### config.mk
export PLATFORM = sky130hd
export DESIGN_NAME = pixel_to_ansi_truecolor_text_unit
export DESIGN_NICKNAME = d
export VERILOG_FILES = /design/src/sv/pxansi_pkg.sv /design/src/sv/pxansi_front.sv /design/src/sv/pxansi_queue.sv /design/src/sv/pxansi_back.sv /design/src/sv/pixel_to_ansi_truecolor_text_unit.sv
export SDC_FILE = /design/constraint.sdc
export NUM_CORES = 1
export LEC_CHECK = 0
export BUFFER_PORTS_ARGS = -buffer_cell sky130_fd_sc_hd__buf_2
export CAP_MARGIN = 5
export CORE_UTILIZATION = 50
export CTS_CLUSTER_DIAMETER = 100
export DETAILED_ROUTE_END_ITERATION = 6
export PLACE_DENSITY = 0.64
export SETUP_SLACK_MARGIN = 0.4
export SYNTH_ARGS = -nofsm -noshare
export SYNTH_HDL_FRONTEND = slang
export SYNTH_SLANG_ARGS = --single-unit
### constraint.sdc
create_clock -name clk -period 12.54 [get_ports clk]
set_input_delay 1.254 -clock clk [delete_from_list [all_inputs] [get_ports clk]]
set_output_delay 1.254 -clock clk [all_outputs]
set_load 0.05 [all_outputs]
### src/sv/pxansi_pkg.sv
`timescale 1ns / 1ps

package pxansi_pkg;

  localparam logic [7:0] CH_ESC  = 8'h1B;
  localparam logic [7:0] CH_LBR  = 8'h5B;
  localparam logic [7:0] CH_H    = 8'h48;
  localparam logic [7:0] CH_0    = 8'h30;
  localparam logic [7:0] CH_2    = 8'h32;
  localparam logic [7:0] CH_3    = 8'h33;
  localparam logic [7:0] CH_8    = 8'h38;
  localparam logic [7:0] CH_SEMI = 8'h3B;
  localparam logic [7:0] CH_M    = 8'h6D;
  localparam logic [7:0] CH_NL   = 8'h0A;

  // Decimal digits of red, green and blue (index 0, 1, 2), palette index and flags.
  typedef struct packed {
    logic [2:0][1:0] hund;
    logic [2:0][3:0] tens;
    logic [2:0][3:0] units;
    logic [3:0]      pal_idx;
    logic            frame_start;
    logic            row_end;
    logic            frame_end;
  } job_t;

endpackage

### src/sv/pxansi_front.sv
`timescale 1ns / 1ps

module pxansi_front (
  input  logic [7:0]       red,
  input  logic [7:0]       green,
  input  logic [7:0]       blue,
  input  logic [7:0]       brightness,
  input  logic             frame_start,
  input  logic             row_end,
  input  logic             frame_end,
  output pxansi_pkg::job_t job
);

  function automatic logic [9:0] dec_split(input logic [7:0] v);
    logic [1:0]  h;
    logic [7:0]  base;
    logic [6:0]  rem;
    logic [14:0] prod;
    logic [3:0]  t;
    logic [3:0]  u;
    h    = (v >= 8'd200) ? 2'd2 : ((v >= 8'd100) ? 2'd1 : 2'd0);
    base = (h == 2'd2) ? 8'd200 : ((h == 2'd1) ? 8'd100 : 8'd0);
    rem  = 7'(v - base);
    prod = 15'(rem) * 15'd205;
    t    = prod[14:11];
    u    = 4'(rem - 7'(t) * 7'd10);
    return {h, t, u};
  endfunction

  logic [9:0]  dr, dg, db;
  logic [11:0] y9;
  logic [3:0]  idx;

  always_comb begin
    dr = dec_split(red);
    dg = dec_split(green);
    db = dec_split(blue);
    y9 = 12'(brightness) * 12'd9;
    idx = 4'd0;
    for (int k = 1; k <= 9; k++) begin
      if (y9 >= 12'(255 * k)) begin
        idx = idx + 4'd1;
      end
    end
    job.hund[0]     = dr[9:8];
    job.tens[0]     = dr[7:4];
    job.units[0]    = dr[3:0];
    job.hund[1]     = dg[9:8];
    job.tens[1]     = dg[7:4];
    job.units[1]    = dg[3:0];
    job.hund[2]     = db[9:8];
    job.tens[2]     = db[7:4];
    job.units[2]    = db[3:0];
    job.pal_idx     = idx;
    job.frame_start = frame_start;
    job.row_end     = row_end;
    job.frame_end   = frame_end;
  end

endmodule

### src/sv/pxansi_queue.sv
`timescale 1ns / 1ps

module pxansi_queue #(
  parameter int DEPTH = 2
) (
  input  logic             clk,
  input  logic             rst_n,
  input  logic             wr_en,
  input  pxansi_pkg::job_t wr_data,
  output logic             full,
  input  logic             rd_en,
  output logic             rd_valid,
  output pxansi_pkg::job_t rd_data
);

  localparam int AW = (DEPTH > 1) ? $clog2(DEPTH) : 1;
  localparam int CW = $clog2(DEPTH + 1);

  pxansi_pkg::job_t mem_r [DEPTH];
  logic [AW-1:0] wp_r, rp_r;
  logic [CW-1:0] cnt_r;
  logic          do_wr, do_rd;

  assign full     = (cnt_r == CW'(DEPTH));
  assign rd_valid = (cnt_r != '0);
  assign rd_data  = mem_r[rp_r];
  assign do_wr    = wr_en && !full;
  assign do_rd    = rd_en && rd_valid;

  always_ff @(posedge clk) begin
    if (do_wr) begin
      mem_r[wp_r] <= wr_data;
    end
  end

  always_ff @(posedge clk) begin
    if (!rst_n) begin
      wp_r  <= '0;
      rp_r  <= '0;
      cnt_r <= '0;
    end else begin
      if (do_wr) begin
        wp_r <= (wp_r == AW'(DEPTH - 1)) ? '0 : wp_r + AW'(1);
      end
      if (do_rd) begin
        rp_r <= (rp_r == AW'(DEPTH - 1)) ? '0 : rp_r + AW'(1);
      end
      if (do_wr && !do_rd) begin
        cnt_r <= cnt_r + CW'(1);
      end else if (do_rd && !do_wr) begin
        cnt_r <= cnt_r - CW'(1);
      end
    end
  end

  a_cnt_bound: assert property (@(posedge clk) disable iff (!rst_n)
    cnt_r <= CW'(DEPTH))
    else $error("queue count exceeds depth");

  a_cnt_drop: assert property (@(posedge clk) disable iff (!rst_n)
    (do_rd && !do_wr) |=> cnt_r == $past(cnt_r) - CW'(1))
    else $error("queue count did not drop on read");

endmodule

### src/sv/pxansi_back.sv
`timescale 1ns / 1ps

module pxansi_back (
  input  logic             clk,
  input  logic             rst_n,
  input  logic             q_valid,
  input  pxansi_pkg::job_t q_job,
  output logic             q_pop,
  output logic [7:0]       out_byte,
  output logic             out_last_byte,
  output logic             empty,
  input  logic             pop
);

  typedef enum logic [4:0] {
    S_HOME_ESC, S_HOME_BR, S_HOME_H,
    S_SGR_ESC, S_SGR_BR, S_SGR_3, S_SGR_8, S_SGR_SEMI0, S_SGR_2, S_SGR_SEMI1,
    S_COL_H, S_COL_T, S_COL_U, S_COL_SEP,
    S_PAL, S_NL,
    S_RST_ESC, S_RST_BR, S_RST_0, S_RST_M
  } state_t;

  function automatic logic [7:0] pal_char(input logic [3:0] i);
    logic [7:0] c;
    case (i)
      4'd0:    c = 8'h20;
      4'd1:    c = 8'h2E;
      4'd2:    c = 8'h3A;
      4'd3:    c = 8'h2D;
      4'd4:    c = 8'h3D;
      4'd5:    c = 8'h2B;
      4'd6:    c = 8'h2A;
      4'd7:    c = 8'h23;
      4'd8:    c = 8'h25;
      default: c = 8'h40;
    endcase
    return c;
  endfunction

  function automatic state_t first_digit(input logic [1:0] h, input logic [3:0] t);
    state_t s;
    if (h != 2'd0) begin
      s = S_COL_H;
    end else if (t != 4'd0) begin
      s = S_COL_T;
    end else begin
      s = S_COL_U;
    end
    return s;
  endfunction

  pxansi_pkg::job_t job_r;
  state_t           st_r, st_nxt, st_first;
  logic [1:0]       col_r, col_nxt;
  logic             busy_r;
  logic             ov_r;
  logic [7:0]       out_byte_r;
  logic             out_last_r;
  logic             adv;
  logic             done;
  logic [7:0]       byte_nxt;
  logic [1:0]       cur_h, nx_h;
  logic [3:0]       cur_t, cur_u, nx_t;

  assign out_byte      = out_byte_r;
  assign out_last_byte = out_last_r;
  assign empty         = !ov_r;
  assign adv           = !ov_r || pop;
  assign q_pop         = adv && q_valid && (!busy_r || done);
  assign st_first      = q_job.frame_start ? S_HOME_ESC : S_SGR_ESC;

  always_comb begin
    case (col_r)
      2'd0: begin
        cur_h = job_r.hund[0];  cur_t = job_r.tens[0];  cur_u = job_r.units[0];
        nx_h  = job_r.hund[1];  nx_t  = job_r.tens[1];
      end
      2'd1: begin
        cur_h = job_r.hund[1];  cur_t = job_r.tens[1];  cur_u = job_r.units[1];
        nx_h  = job_r.hund[2];  nx_t  = job_r.tens[2];
      end
      default: begin
        cur_h = job_r.hund[2];  cur_t = job_r.tens[2];  cur_u = job_r.units[2];
        nx_h  = job_r.hund[2];  nx_t  = job_r.tens[2];
      end
    endcase
  end

  always_comb begin
    byte_nxt = pxansi_pkg::CH_ESC;
    st_nxt   = st_r;
    col_nxt  = col_r;
    done     = 1'b0;
    case (st_r)
      S_HOME_ESC:  begin byte_nxt = pxansi_pkg::CH_ESC;  st_nxt = S_HOME_BR;   end
      S_HOME_BR:   begin byte_nxt = pxansi_pkg::CH_LBR;  st_nxt = S_HOME_H;    end
      S_HOME_H:    begin byte_nxt = pxansi_pkg::CH_H;    st_nxt = S_SGR_ESC;   end
      S_SGR_ESC:   begin byte_nxt = pxansi_pkg::CH_ESC;  st_nxt = S_SGR_BR;    end
      S_SGR_BR:    begin byte_nxt = pxansi_pkg::CH_LBR;  st_nxt = S_SGR_3;     end
      S_SGR_3:     begin byte_nxt = pxansi_pkg::CH_3;    st_nxt = S_SGR_8;     end
      S_SGR_8:     begin byte_nxt = pxansi_pkg::CH_8;    st_nxt = S_SGR_SEMI0; end
      S_SGR_SEMI0: begin byte_nxt = pxansi_pkg::CH_SEMI; st_nxt = S_SGR_2;     end
      S_SGR_2:     begin byte_nxt = pxansi_pkg::CH_2;    st_nxt = S_SGR_SEMI1; end
      S_SGR_SEMI1: begin
        byte_nxt = pxansi_pkg::CH_SEMI;
        st_nxt   = first_digit(job_r.hund[0], job_r.tens[0]);
        col_nxt  = 2'd0;
      end
      S_COL_H: begin
        byte_nxt = pxansi_pkg::CH_0 + {6'd0, cur_h};
        st_nxt   = S_COL_T;
      end
      S_COL_T: begin
        byte_nxt = pxansi_pkg::CH_0 + {4'd0, cur_t};
        st_nxt   = S_COL_U;
      end
      S_COL_U: begin
        byte_nxt = pxansi_pkg::CH_0 + {4'd0, cur_u};
        st_nxt   = S_COL_SEP;
      end
      S_COL_SEP: begin
        if (col_r == 2'd2) begin
          byte_nxt = pxansi_pkg::CH_M;
          st_nxt   = S_PAL;
        end else begin
          byte_nxt = pxansi_pkg::CH_SEMI;
          st_nxt   = first_digit(nx_h, nx_t);
          col_nxt  = col_r + 2'd1;
        end
      end
      S_PAL: begin
        byte_nxt = pal_char(job_r.pal_idx);
        if (job_r.row_end) begin
          st_nxt = S_NL;
        end else if (job_r.frame_end) begin
          st_nxt = S_RST_ESC;
        end else begin
          done = 1'b1;
        end
      end
      S_NL: begin
        byte_nxt = pxansi_pkg::CH_NL;
        if (job_r.frame_end) begin
          st_nxt = S_RST_ESC;
        end else begin
          done = 1'b1;
        end
      end
      S_RST_ESC: begin byte_nxt = pxansi_pkg::CH_ESC; st_nxt = S_RST_BR; end
      S_RST_BR:  begin byte_nxt = pxansi_pkg::CH_LBR; st_nxt = S_RST_0;  end
      S_RST_0:   begin byte_nxt = pxansi_pkg::CH_0;   st_nxt = S_RST_M;  end
      S_RST_M:   begin byte_nxt = pxansi_pkg::CH_M;   done = 1'b1;       end
      default: begin
        byte_nxt = pxansi_pkg::CH_ESC;
        done     = 1'b1;
      end
    endcase
  end

  always_ff @(posedge clk) begin
    if (!rst_n) begin
      busy_r <= 1'b0;
      ov_r   <= 1'b0;
      st_r   <= S_SGR_ESC;
      col_r  <= 2'd0;
    end else if (adv) begin
      if (busy_r) begin
        ov_r       <= 1'b1;
        out_byte_r <= byte_nxt;
        out_last_r <= done;
        if (done) begin
          if (q_valid) begin
            job_r <= q_job;
            st_r  <= st_first;
            col_r <= 2'd0;
          end else begin
            busy_r <= 1'b0;
          end
        end else begin
          st_r  <= st_nxt;
          col_r <= col_nxt;
        end
      end else begin
        ov_r <= 1'b0;
        if (q_valid) begin
          busy_r <= 1'b1;
          job_r  <= q_job;
          st_r   <= st_first;
          col_r  <= 2'd0;
        end
      end
    end
  end

  a_next_is_esc: assert property (@(posedge clk) disable iff (!rst_n)
    (ov_r && pop && out_last_r) |=> (!ov_r || out_byte_r == pxansi_pkg::CH_ESC))
    else $error("byte after a final byte is not an escape");

  a_col_range: assert property (@(posedge clk) disable iff (!rst_n)
    busy_r |-> col_r != 2'd3)
    else $error("color select out of range");

endmodule

### src/sv/pixel_to_ansi_truecolor_text_unit.sv
`timescale 1ns / 1ps

// Pixel to terminal text encoder. Each pixel pushed in becomes 14 to 28 bytes of an
// ANSI truecolor text stream: an optional cursor home, the 38;2 color sequence with
// red, green and blue in decimal, the palette character picked by brightness, an
// optional newline and an optional color reset; the final byte of a pixel is flagged
// on out_last_byte. The byte sequencer in the back end emits one byte per clock while
// the output is not stalled, and it loads the next queued pixel when it emits the
// final byte of the current one. Classification is combinational into a queue of
// DEPTH pixels, so DEPTH pixels can wait behind the one being sequenced while the
// sequencer or the output stalls; a pixel pushed into an idle block goes into the
// queue, then into the job register, and then its first byte into out_byte.
module pixel_to_ansi_truecolor_text_unit #(
  parameter int DEPTH = 2
) (
  input  logic       clk,
  input  logic       rst_n,
  input  logic [7:0] in_red,
  input  logic [7:0] in_green,
  input  logic [7:0] in_blue,
  input  logic [7:0] in_brightness,
  input  logic       in_frame_start,
  input  logic       in_row_end,
  input  logic       in_frame_end,
  input  logic       push,
  output logic       full,
  output logic [7:0] out_byte,
  output logic       out_last_byte,
  output logic       empty,
  input  logic       pop
);

  pxansi_pkg::job_t fr_job, q_job;
  logic             q_valid, q_pop;

  pxansi_front u_front (
    .red         (in_red),
    .green       (in_green),
    .blue        (in_blue),
    .brightness  (in_brightness),
    .frame_start (in_frame_start),
    .row_end     (in_row_end),
    .frame_end   (in_frame_end),
    .job         (fr_job)
  );

  pxansi_queue #(
    .DEPTH (DEPTH)
  ) u_queue (
    .clk      (clk),
    .rst_n    (rst_n),
    .wr_en    (push),
    .wr_data  (fr_job),
    .full     (full),
    .rd_en    (q_pop),
    .rd_valid (q_valid),
    .rd_data  (q_job)
  );

  pxansi_back u_back (
    .clk           (clk),
    .rst_n         (rst_n),
    .q_valid       (q_valid),
    .q_job         (q_job),
    .q_pop         (q_pop),
    .out_byte      (out_byte),
    .out_last_byte (out_last_byte),
    .empty         (empty),
    .pop           (pop)
  );

endmodule
; Yosys cells after proc, flatten, opt, wreduce, memory -nomap -nowiden
; Memory sizes are Yosys's and may differ from the RTL's. A register that Yosys moved wholly into a read port is not among the register bits.
; Index checks and enable logic that the tools add are counted.
[totals]
register_bits = 59
latchBits = 0
ramBits = 74
rom_bits = 112
inputBits = 39
out_inout_bits = 11
elab_cells = 192
mem_count = 2
[mem_list]
columns = name, depth, word_bits, rd, rd_ports_with_merged_regs, write_ports, line_no
row1 = (no name shown), 16, 7, 1, 1, 0, pxansi_back.sv:25  ; case (i)
row2 = u_queue.mem_r, 2, 37, 1, 1, 1, pxansi_queue.sv:19  ; pxansi_pkg::job_t mem_r [DEPTH];
[op_classes]
n_addsub = 22
multipliers = 7
div_mod_pow = 0
n_lt_le_gt_ge = 15
eq_ne = 32
shifts = 0
muxes = 64
bitwise_logic = 0
reduce_logical = 28
[ops]
columns = operator, count
row1 = $pmux 8 s14, 1
row2 = $mux 37, 3
row3 = $pmux 5 s19, 1
row4 = $mux 7, 7
row5 = $ge 12x11->1 const B, 4
row6 = $mul 7x8->15 const B, 3
row7 = $eq 5x4->1 const B, 8
row8 = $mux 4, 10
row9 = $mux 5, 8
row10 = $add 4x1->4 const B, 7
row11 = $ge 12x10->1 const B, 2
row12 = $ge 8x7->1 const B, 3
row13 = $ge 8x8->1 const B, 3
row14 = $mux 2, 11
row15 = $ne 21x21->1 const B, 1
row16 = $sub 7x7->7, 3
row17 = $eq 5x3->1 const B, 4
row18 = $eq 5x5->1 const B, 4
row19 = $reduce_or 17->1, 1
row20 = $mux 1, 16
row21 = $pmux 4 s2, 2
row22 = $add 6x4->7 const A, 2
row23 = $ge 12x12->1 const B, 1
row24 = $ge 12x8->1 const B, 1
row25 = other kinds (29), 62

; Logic depth before layout (Yosys ltp)
; Gate-level depths: netlist (run 1).
[logic_depth]
depth_word = 19
depth_mapped = 30
depth_no_buf = 30

; Hierarchy
; Synthesis (run 1) repeated with hierarchy kept, for this count alone.
[hier_totals]
hier_cells = 971
hier_area_um2 = 10557.6
[modules_own_cells]
columns = mod, instances, cells_per_inst, area_each_um2, seq_area_each_um2
row1 = pxansi_front, 1, 510, 4388.0, 0.0
row2 = pxansi_back, 1, 321, 3255.6, 1641.6
row3 = pxansi_queue, 1, 140, 2914.0, 2322.2

; Worst setup path after synthesis (run 1)
; No wires, ideal clock.
[synth_path]
kind = in2reg
startpoint = input in_brightness[1]
endpoint = memory u_queue.mem_r[0][4] in the netlist's numbering (data pin)
setup_time_ns = 0.262
arrival_ns = 6.792
required_ns = 12.278
slack_ns = 5.486
stages = 27
n_path_buf = 1
cell_sequence = ha_1 ha_1 fa_1 xnor2_1 or3_1 nor3_1 and2_2 nand2_1 nand3_1 inv_1 ha_1 clkbuf_8 xnor2_1 ha_1 inv_1 a221oi_2 xnor2_1 mux2_4 ha_1 nand2_1 o21ai_0 xnor2_1 mux2_4 ha_1 mux2_4 ha_1 mux2_2
[synth_rtl]
columns = element, line_no
row1 = from (decl), pixel_to_ansi_truecolor_text_unit.sv:21  ; input logic [7:0] in_brightness,
row2 = to (decl), pxansi_queue.sv:19

==> results of run 1 <==
-- layout make-up --
class / count / area share, %
sequential: 139 / 34.68
multi-input combinational: 692 / 50.89
inverter: 109 / 3.578
timing repair buffer: 52 / 2.363
tap: 270 / 2.954
clock buffer: 20 / 3.819
clock inverter: 12 / 1.718
-- flip-flops by register name, indices dropped and copies added (netlist names), 2 cells and up, named ones only --
| signal | cells |
|---|---|
| u_back.st_r | 5 |
| u_back.job_r | 36 |
| u_back.col_r | 2 |
| u_back.out_byte | 7 |
| u_queue.cnt_r | 2 |
| u_queue.mem_r | 74 |
-- power by group --
group          switching [W]  leakage (nW)  internal (W)  total, W
registers          0.0000619          1.27      0.000794  0.000856
clock network       0.000179         0.302      0.000352  0.000530
logic               0.000778          3.37      0.000587   0.00136
total                0.00102          4.94       0.00173   0.00275
-- logic make-up (layout without fill, tap and decap cells) --
group                    count (synthesis)  in the layout  share of synthesized area [%]
AND/OR/NAND/NOR                        231            231                          10.87
multiplexers                            50             50                          5.400
adder cells (fa/ha/maj)                172            172                          23.10
AO/OA/AOI/OAI                          182            182                          11.89
other                                    1              1                        0.03637
XOR/XNOR                                56             56                          5.024
flip-flops                             139            139                          38.44
buffers and inverters                  136            193                          5.230
-- stage by stage --
| stage | setup slack (ns) | cell area [um2] | hold slack (ns) | util [%] |
|---|---|---|---|---|
| floorplan | 5.486 | 10310 | 0.4704 | - |
| global placement | 4.876 | 10800 | 0.4810 | 53.38 |
| detailed placement | 4.794 | 10800 | 0.4962 | 53.38 |
| CTS | 5.239 | 11430 | 0.5082 | 56.51 |
| global route | 4.804 | 11430 | 0.5306 | 56.51 |
| finish | 5.273 | 11430 | 0.5079 | 56.51 |
-- layout by cell type (no fill, tap or decap), types with 12 or more instances in the layout --
cell type  instances
a21oi_1           46
nor3_1            12
o21ai_0           41
dfxtp_1           20
xor2_1            17
buf_2             48
ha_1             140
inv_1            108
nand3_1           23
nor2_1            55
o21a_1            16
mux2i_1           14
a22oi_1           12
fa_1              31
mux2_2            33
clkbuf_16         17
xnor2_1           37
edfxtp_1         118
nand2b_1          13
nand2_1           67
-- worst min-delay path by stage --
stage	start	end	slack [ns]
4_1_cts	u_back.busy_r$_SDFFE_PN0N_	u_back.busy_r$_SDFFE_PN0N_	0.51
5_1_grt	u_back.busy_r$_SDFFE_PN0N_	u_back.ov_r$_SDFFE_PN0N_	0.53
2_1_floorplan	u_back.busy_r$_SDFFE_PN0N_	u_back.ov_r$_SDFFE_PN0N_	0.47
3_3_place_gp	u_queue.rp_r$_SDFFE_PN0P_	flop	0.48
3_5_place_dp	u_queue.rp_r$_SDFFE_PN0P_	u_queue.rp_r$_SDFFE_PN0P_	0.50
6_report	u_back.busy_r$_SDFFE_PN0N_	u_back.busy_r$_SDFFE_PN0N_	0.51
-- worst max-delay path: stages --
cell and delay, ns:
buf_2 0.13, or3_1 0.39, a32oi_1 0.28, inv_1 0.12
ha_1 0.23, fa_1 0.41, nand2b_1 0.10, a21oi_1 0.08
xnor2_1 0.34, ha_1 0.30, ha_1 0.29, fa_1 0.51
inv_1 0.06, fa_1 0.50, inv_1 0.04, ha_1 0.26
o211a_1 0.13, o21ai_0 0.07, a21boi_0 0.19, o21a_1 0.13
o21a_1 0.12, o21ai_0 0.10, a21boi_0 0.34, nor2_1 0.16
fa_1 0.45, xnor2_1 0.14, xnor2_1 0.13, xnor2_1 0.16
-- per-layer routing --
layer  vias up  track usage [%]  wire length (um)
li1       3544                -                 -
met1      3284            26.09              9358
met2       129            31.32              8884
met3        27            3.699               628
met4         0            7.316               368
met5         -                0                 0
==> impl_metrics.toml, run 1 <==
[floorplan]
core_mm2 = 0.02023
die_x_um = 145.6
dieArea_mm2 = 0.02120
pin_count = 50
start_util_pct = 50.96
rows = 52
die-height_um = 145.6

[synthesis]
dominantRegCellSynth = "edfxtp_1"
synthArstFlopShare_pct = 0
synth_top_cells_by_area = "edfxtp_1, ha_1, fa_1"
synth_nets = 1177
synth-seq-cells = 139
synth_area_per_cell_um2 = 10.66
synth_area_mm2 = 0.01031
yosysWarnings = 0
synth_most_common_cell = "ha_1"
synth_top_area_cell = "edfxtp_1"
netlist.area_leader.share_pct = 34.36
ys_seq_area_share_pct = 38.44
synth_edf_count = 118
synthCells = 967
post_synth_num_cell_types = 73
synth_common_cells = "ha_1, edfxtp_1, inv_1"

[placed_design]
io_buffers = 48
gp_congestion = 0.9067
hpwlAfterDp_um = 14750
dp.cells = 1262

[clocking]
clock_sinks = 139
post_cts_buffers = 0
cts_tree = "done"
clk_pin_slew_ns = 0.06
cts.htree.levels = 4
cts_buffers = 17
cts.repair.resized = 0
hold_buffers = 0
cts_root_buffer = "clkbuf_16"
cts_buffer_depth = 2
clock_latency_ns = 0.42

[drt]
detail_route.wirelength_um = 19240
wire_per_inst_um = 14.87
drc = 0
via_per_inst = 5.397
ant_nets = 0
firstDrtPassIters = 4
drt_iter0_drc = 355
vias = 6984

[worst_setup_path]
end_kind = "flop"
rr_startpoint = "u_back.st_r[3]$_SDFFE_PN0P_"
reg2reg_depth = 10
cp-endpoint = "u_queue.mem_r[0][14]$_DFFE_PP_"
crit_arrival_ns = 7.42
r2r_slack_ns = 8.70
worstPathRequired_ns = 12.69
worstPathMaxFanout = 5
crit_path_start_kind = "input pin"
critPathKind = "input pin to flop"
crit_path_start = "in_green[4]"

[timing]
clock.fmax_mhz = 137.6
skew_ns = 0.007064
worstMarginPinSlew_ns = 0.9358
tns_ns = 0
hold_viol = 0
drv_slew = 0
fin_crit_sh_pct = 57.95
rsz0062_at_grt = "false"
finalSetupViolCount = 0
max_slew_margin_pct = 37.61
layout_min_cycle_time_ns = 7.267

[outcome]
status = "complete, no violations"

[layout]
nets = 1221
drive_above_1_share_pct = 13.67
regArea_mm2 = 0.003965
antenna_cells = 0
area_growth_pct = 10.90
final_cells = 1294
fill_cells = 1755
multi_input_area_mm2 = 0.005819

[global_route]
track_usage_pct = 19.45
overflow = 0
grt_max_degree = 38
antenna_found_initial = 0
grt_pass1_vias = 6846
grt_pass1_wl_um = 32980

[power]
p_total_w = 0.002751
p_leak_nw = 4.941
powerDensity_mw_per_mm2 = 240.5
vdd_drop_max_mv = 0.1202

[worst_hold_path]
holdCritPathClass = "flop to flop"
holdPathStages = 2

[flow_run]
maxCapViolations = 0
No activity file was read; power rests on OpenSTA's default activity.
==> run 2: changes to the inputs <==
ABC_AREA = 1   (was default)
clock period = 6.8 ns   (was 12.54 ns; I/O delays follow)
==> run 2 against run 1 <==
Against the previous run:
- via count up 11%
- sequential power rose by 86%
- non-clock buffer count up 9
- design area increased by 3.7%
- cell count grew 18%
- setup slack worse by 4.6 ns
- critical path depth grew 2
- register-to-register slack got worse by 5.0 ns
- sequential cell count is the same
- hold slack worse by 0.068 ns
- largest cell class unchanged
- largest power group unchanged
==> impl_metrics.toml, run 2 <==
[timing]
max_slew_margin_pct = 31.64
hold_viol = 0
rsz0062_at_grt = "false"
layout_min_cycle_time_ns = 6.091
drv_slew = 0
skew_ns = 0.008469
fin_crit_sh_pct = 89.57
finalSetupViolCount = 0
clock.fmax_mhz = 164.2
tns_ns = 0
worstMarginPinSlew_ns = 1.018

[clocking]
hold_buffers = 0
cts_buffer_depth = 2
clk_pin_slew_ns = 0.06
clock_latency_ns = 0.43
clock_sinks = 139
cts.htree.levels = 4
cts_root_buffer = "clkbuf_16"
cts_buffers = 17
cts_tree = "done"

[power]
p_sw_share_pct = 41.42
clockPowerShare_pct = 17.5
comb_power_share_pct = 52.0
p_total_w = 0.005225
power_frac_seq_pct = 30.5
p_leak_nw = 5.750
p_sw_w = 0.002164
vdd_drop_max_mv = 0.2393
internal_power_w = 0.003061
powerDensity_mw_per_mm2 = 440.9

[worst_setup_path]
worstPathMaxFanout = 4
crit_path_start_kind = "input pin"
max_stage_delay_ns = 0.51
slowest_stage = "fa_1"
crit_path_start = "in_red[3]"
crit_arrival_ns = 6.27
r2r_slack_ns = 3.73
critPathKind = "input pin to flop"
rr_startpoint = "u_back.st_r[1]$_SDFFE_PN1P_"
reg2reg_depth = 16
worstPathRequired_ns = 6.98
end_kind = "flop"

[global_route]
grt_pass1_vias = 7314
antenna_found_initial = 0
grt_pass1_wl_um = 34170
track_usage_pct = 19.69
grt_max_degree = 39
overflow = 0

[flow_run]
maxCapViolations = 0

[synthesis]
synth_most_common_cell = "nand2_1"
synth_top_area_cell = "edfxtp_1"
synth_nets = 1383
synth_edf_count = 118
dominantRegCellSynth = "edfxtp_1"
synthCells = 1173
post_synth_num_cell_types = 61
synth_common_cells = "nand2_1, inv_1, ha_1"
yosysWarnings = 0
synth_area_per_cell_um2 = 8.974
ys_seq_area_share_pct = 37.66
synthArstFlopShare_pct = 0
synth_top_cells_by_area = "edfxtp_1, ha_1, nand2_1"
synth_area_mm2 = 0.01053
netlist.area_leader.share_pct = 33.66
synth-seq-cells = 139

[layout]
layout_commonest_cell = "nand2_1"
antenna_cells = 0
max_flop_register = "u_queue.mem_r"
most-common-layout-cells = "nand2_1, inv_1, ha_1"
nets = 1450
final_core_util_pct = 58.02
final_area_mm2 = 0.01185
largest_reg_flops = 74
area_growth_pct = 12.60
drive_above_1_share_pct = 15.00

[floorplan]
dieArea_mm2 = 0.02164
pin_count = 50
die-height_um = 147.1
start_util_pct = 51.52
rows = 52
die_x_um = 147.1
core_mm2 = 0.02043

[outcome]
status = "complete, no violations"

[drt]
wire_per_inst_um = 13.32
detail_route.wirelength_um = 20290
ant_nets = 0
via_per_inst = 5.101
drt_iter0_drc = 413
drc = 0
vias = 7769
firstDrtPassIters = 5

[worst_hold_path]
holdCritPathClass = "input pin to flop"
min_to = "u_queue.mem_r[1][2]$_DFFE_PP_"
hold_start = "in_frame_start"
holdPathStages = 1

[placed_design]
gp_congestion = 0.9296
hpwlAfterDp_um = 15810
io_buffers = 48
place_area_mm2 = 0.01114
## run 2: cell types whose count changed in the layout (fill, tap and decap cells not counted), moves of 10 or more
cell	before	now
mux2i_1	14	0
nand2_1	67	249
inv_1	108	183
nand2_2	0	13
nor2_1	55	78
xnor2_1	37	8
inv_2	0	15
o21a_1	16	1
o21ai_0	41	31
nand3_1	23	53
mux2_2	33	0
nand3_2	0	13
nand2b_1	13	0
## run 2: cells by family (layout without fill, tap and decap cells)
group | count (synthesis) | count (layout) | share of synthesized area [%]
and+or+nand+nor | 487 | 487 | 21.75
buffers and inverters | 214 | 294 | 7.726
adders and majority gates | 171 | 171 | 22.54
DFF | 139 | 139 | 37.66
AOI/OAI and AO/OA | 125 | 125 | 7.298
xor gates and xnor gates | 36 | 36 | 2.995
other | 1 | 1 | 0.03562
## run 2: through the flow
step | worst slack, ns | instances | hold slack [ns]
2_1_floorplan | 0.5472 | 1173 | 0.4440
3_3_place_gp | 0.2332 | 1487 | 0.4535
3_5_place_dp | 0.08888 | 1487 | 0.4557
4_1_cts | 0.5494 | 1519 | 0.4226
5_1_grt | 0.4017 | 1523 | 0.4227
6_report | 0.7091 | 1523 | 0.4396
## run 2: area by class of cell
class / instances / area, um2
tap: 270 / 337.8
fill: 1844 / 8577
sequential: 139 / 3964
inverter: 201 / 759.5
clock inverter: 15 / 162.7
clock buffer: 17 / 425.4
multi-input combinational: 820 / 5866
timing repair buffer: 61 / 337.8
## run 2: repair_timing
action	in CTS	in global routing
setup buffers	0	4
resized for setup	0	25
setup endpoints to repair	0	10
## run 2: power by group through the flow
stage | Sequential (W) | Combinational (W) | Clock, W
floorplan | 0.00162 | 0.00204 | 0
global placement | 0.00160 | 0.00263 | 0
finish | 0.00159 | 0.00272 | 0.000914
global route | 0.00162 | 0.00319 | 0.000962
CTS | 0.00159 | 0.00271 | 0.000929
detailed placement | 0.00161 | 0.00268 | 0
## run 2: worst max-delay path: cells and delay by family
family | cells | cell delay [ns]
AOI/OAI and AO/OA | 6 | 0.76
xor gates and xnor gates | 4 | 0.70
adders and majority gates | 9 | 3.01
buffers and inverters | 6 | 0.44
and+or+nand+nor | 5 | 0.66
## run 2: worst max-delay path by stage
stage                                      to
5_1_grt         u_queue.mem_r[0][4]$_DFFE_PP_
4_1_cts        u_queue.mem_r[1][10]$_DFFE_PP_
3_5_place_dp   u_queue.mem_r[0][10]$_DFFE_PP_
3_3_place_gp   u_queue.mem_r[0][10]$_DFFE_PP_
6_report       u_queue.mem_r[0][10]$_DFFE_PP_
2_1_floorplan  u_queue.mem_r[0][18]$_DFFE_PP_
## run 2: per-layer routing
layer | track usage, % | wire length [um]
met1 | 26.98 | 9931
met2 | 31.60 | 9413
met3 | 3.975 | 643
met4 | 5.619 | 303
met5 | 0 | 0
==> run 3: changes to the inputs <==
CORE_MARGIN = 5   (was default)
RECOVER_POWER = 100   (was default)
==> run 3 against run 2 <==
Against the previous run:
- the flow now finishes with violations (max-capacitance violations, max-slew violations)
- hold slack better by 0.010 ns
- fmax down 1.8%
- sequential share of layout area rose by 0.37 points
- routed wire length grew 1.1%
- critical path type unchanged
- critical endpoint is now u_queue.mem_r[1][4]$_DFFE_PP_
==> impl_metrics.toml, run 3 (synthesized netlist as in run 2, its figures left out) <==
[outcome]
status = "finished, violations left"
violations = "max-capacitance violations, max-slew violations"

[global_route]
track_usage_pct = 17.56
antenna_found_initial = 0
grt_max_degree = 39
grt_pass1_wl_um = 34810
grt_pass1_vias = 7610
overflow = 0

[worst_hold_path]
holdCritPathClass = "input pin to flop"

[timing]
max_slew_margin_pct = -53.73
clock.fmax_mhz = 161.2
setup_ws_ns = 0.5966
layout_min_cycle_time_ns = 6.203
rsz0062_at_grt = "false"
worstMarginPinSlew_ns = 2.306
fin_crit_sh_pct = 91.23
finalSetupViolCount = 0
drv_slew = 110
hold_viol = 0
skew_ns = 0.007380
tns_ns = 0

[floorplan]
dieArea_mm2 = 0.02405
rows = 53
start_util_pct = 50.39
die_x_um = 155.1
pin_count = 50
die-height_um = 155.1
core_mm2 = 0.02089

[layout]
max_flop_register = "u_queue.mem_r"
largest_reg_flops = 74
regArea_mm2 = 0.003964
fill_cells = 1938
most-common-layout-cells = "nand2_1, inv_1, ha_1"
multi_input_area_mm2 = 0.005796
nets = 1451
drive_above_1_share_pct = 11.48
area_growth_pct = 11.37
antenna_cells = 0
layout_commonest_cell = "nand2_1"

[power]
comb_power_share_pct = 52.0
power_frac_seq_pct = 31.1
internal_power_w = 0.003034
p_leak_nw = 5.657
p_sw_share_pct = 40.95
clockPowerShare_pct = 16.9
p_sw_w = 0.002104
powerDensity_mw_per_mm2 = 438.2
vdd_drop_max_mv = 0.2242

[worst_setup_path]
worstPathMaxFanout = 6
end_kind = "flop"
slowest_stage = "fa_2"
worstPathRequired_ns = 6.94
critPathTopFamily = "simple AND/OR/NAND/NOR gates"
crit_path_start_kind = "input pin"
max_stage_delay_ns = 0.53
cpMostUsedCell = "nand2_1"
critPathBufInv = 5
critPathKind = "input pin to flop"
crit_arrival_ns = 6.34

[flow_run]
maxCapViolations = 3

[drt]
drt_iter0_drc = 424
ant_nets = 0
via_per_inst = 5.138
firstDrtPassIters = 5
drc = 0
vias = 7856
detail_route.wirelength_um = 20510
wire_per_inst_um = 13.41

[clocking]
cts_buffer_depth = 2
cts.htree.levels = 4
clock_latency_ns = 0.42
clock_sinks = 139
cts_root_buffer = "clkbuf_16"
clk_pin_slew_ns = 0.06
cts_buffers = 17
cts_tree = "done"

[placed_design]
hpwlAfterDp_um = 16160
dpl_worst_slack_ns = 0.03004
io_buffers = 48
gp_congestion = 0.9091
run 3: cell count changes in the layout (fill, tap and decap cells not counted), sizes merged:
cell / change
clkbuf: +26
buf: -23
inv: -7
clkinv: +4
clkinvlp: +1
run 3: worst reg2reg max path: stages (launching register included):
cell	delay (ns)
dfxtp_1	0.42
inv_1	0.14
nor3_1	0.33
clkinv_1	0.21
nor2_1	0.36
nor2_1	0.13
inv_1	0.14
nor3_1	0.06
o2111ai_1	0.10
nand2_1	0.10
nor2_1	0.40
clkinvlp_2	0.42
nand3_1	0.25
nor2_2	0.04
clkbuf_1	0.67
run 3: cell type report:
class	instances	area share, %
Sequential cell	139	33.81
Clock inverter	13	1.078
Clock buffer	19	3.693
Inverter	201	6.467
Timing Repair Buffer	62	2.583
Tap cell	275	2.935
Multi-Input combinational cell	820	49.43
run 3: path summary, 6_finish.rpt:
kind	startpoint	endpoint	slack, ns	cells after the start
setup / recovery	in_brightness[1]	u_queue.mem_r[1][4]$_DFFE_PP_	0.60	35
hold / removal	in_frame_start	u_queue.mem_r[1][2]$_DFFE_PP_	0.45	1
setup reg to reg	u_back.st_r[3]$_SDFFE_PN0P_	u_back.job_r[33]$_DFFE_PP_	2.49	14
hold reg to reg	u_back.busy_r$_SDFFE_PN0N_	u_back.busy_r$_SDFFE_PN0N_	0.47	2
run 3: through the flow:
stage / total power [W] / hold WS (ns) / cell area, um2 / cells / utilization [%]
4_1_cts: 0.005197 / 0.4334 / 11700 / 1524 / 56.02
3_3_place_gp: 0.004235 / 0.4526 / 11140 / 1492 / 53.34
5_1_grt: 0.005677 / 0.4346 / 11720 / 1529 / 56.12
2_1_floorplan: 0.003656 / 0.4440 / 10530 / 1173 / -
6_report: 0.005137 / 0.4498 / 11720 / 1529 / 56.12
3_5_place_dp: 0.004300 / 0.4574 / 11140 / 1492 / 53.34
run 3: repair_timing:
| action | CTS | global route |
|---|---|---|
| gates resized for setup | 0 | 21 |
| hold buffers | 0 | 0 |
| setup endpoints to repair | 0 | 10 |
| buffers inserted | 0 | 5 |
run 3: power by group through the flow:
stage | Clock, W | Combinational, W | Sequential (W)
global placement | 0 | 0.00263 | 0.00161
detailed placement | 0 | 0.00269 | 0.00161
global route | 0.000924 | 0.00313 | 0.00162
finish | 0.000867 | 0.00267 | 0.00160
floorplan | 0 | 0.00204 | 0.00162
CTS | 0.000884 | 0.00272 | 0.00159
run 3: per-layer routing:
layer  global-route usage [%]  wire [um]  vias up
li1                         -          -     4032
met1                    23.54       9800     3609
met2                    29.01       9479      176
met3                    2.921        764       39
met4                    5.971        462        0
met5                        0          0        -
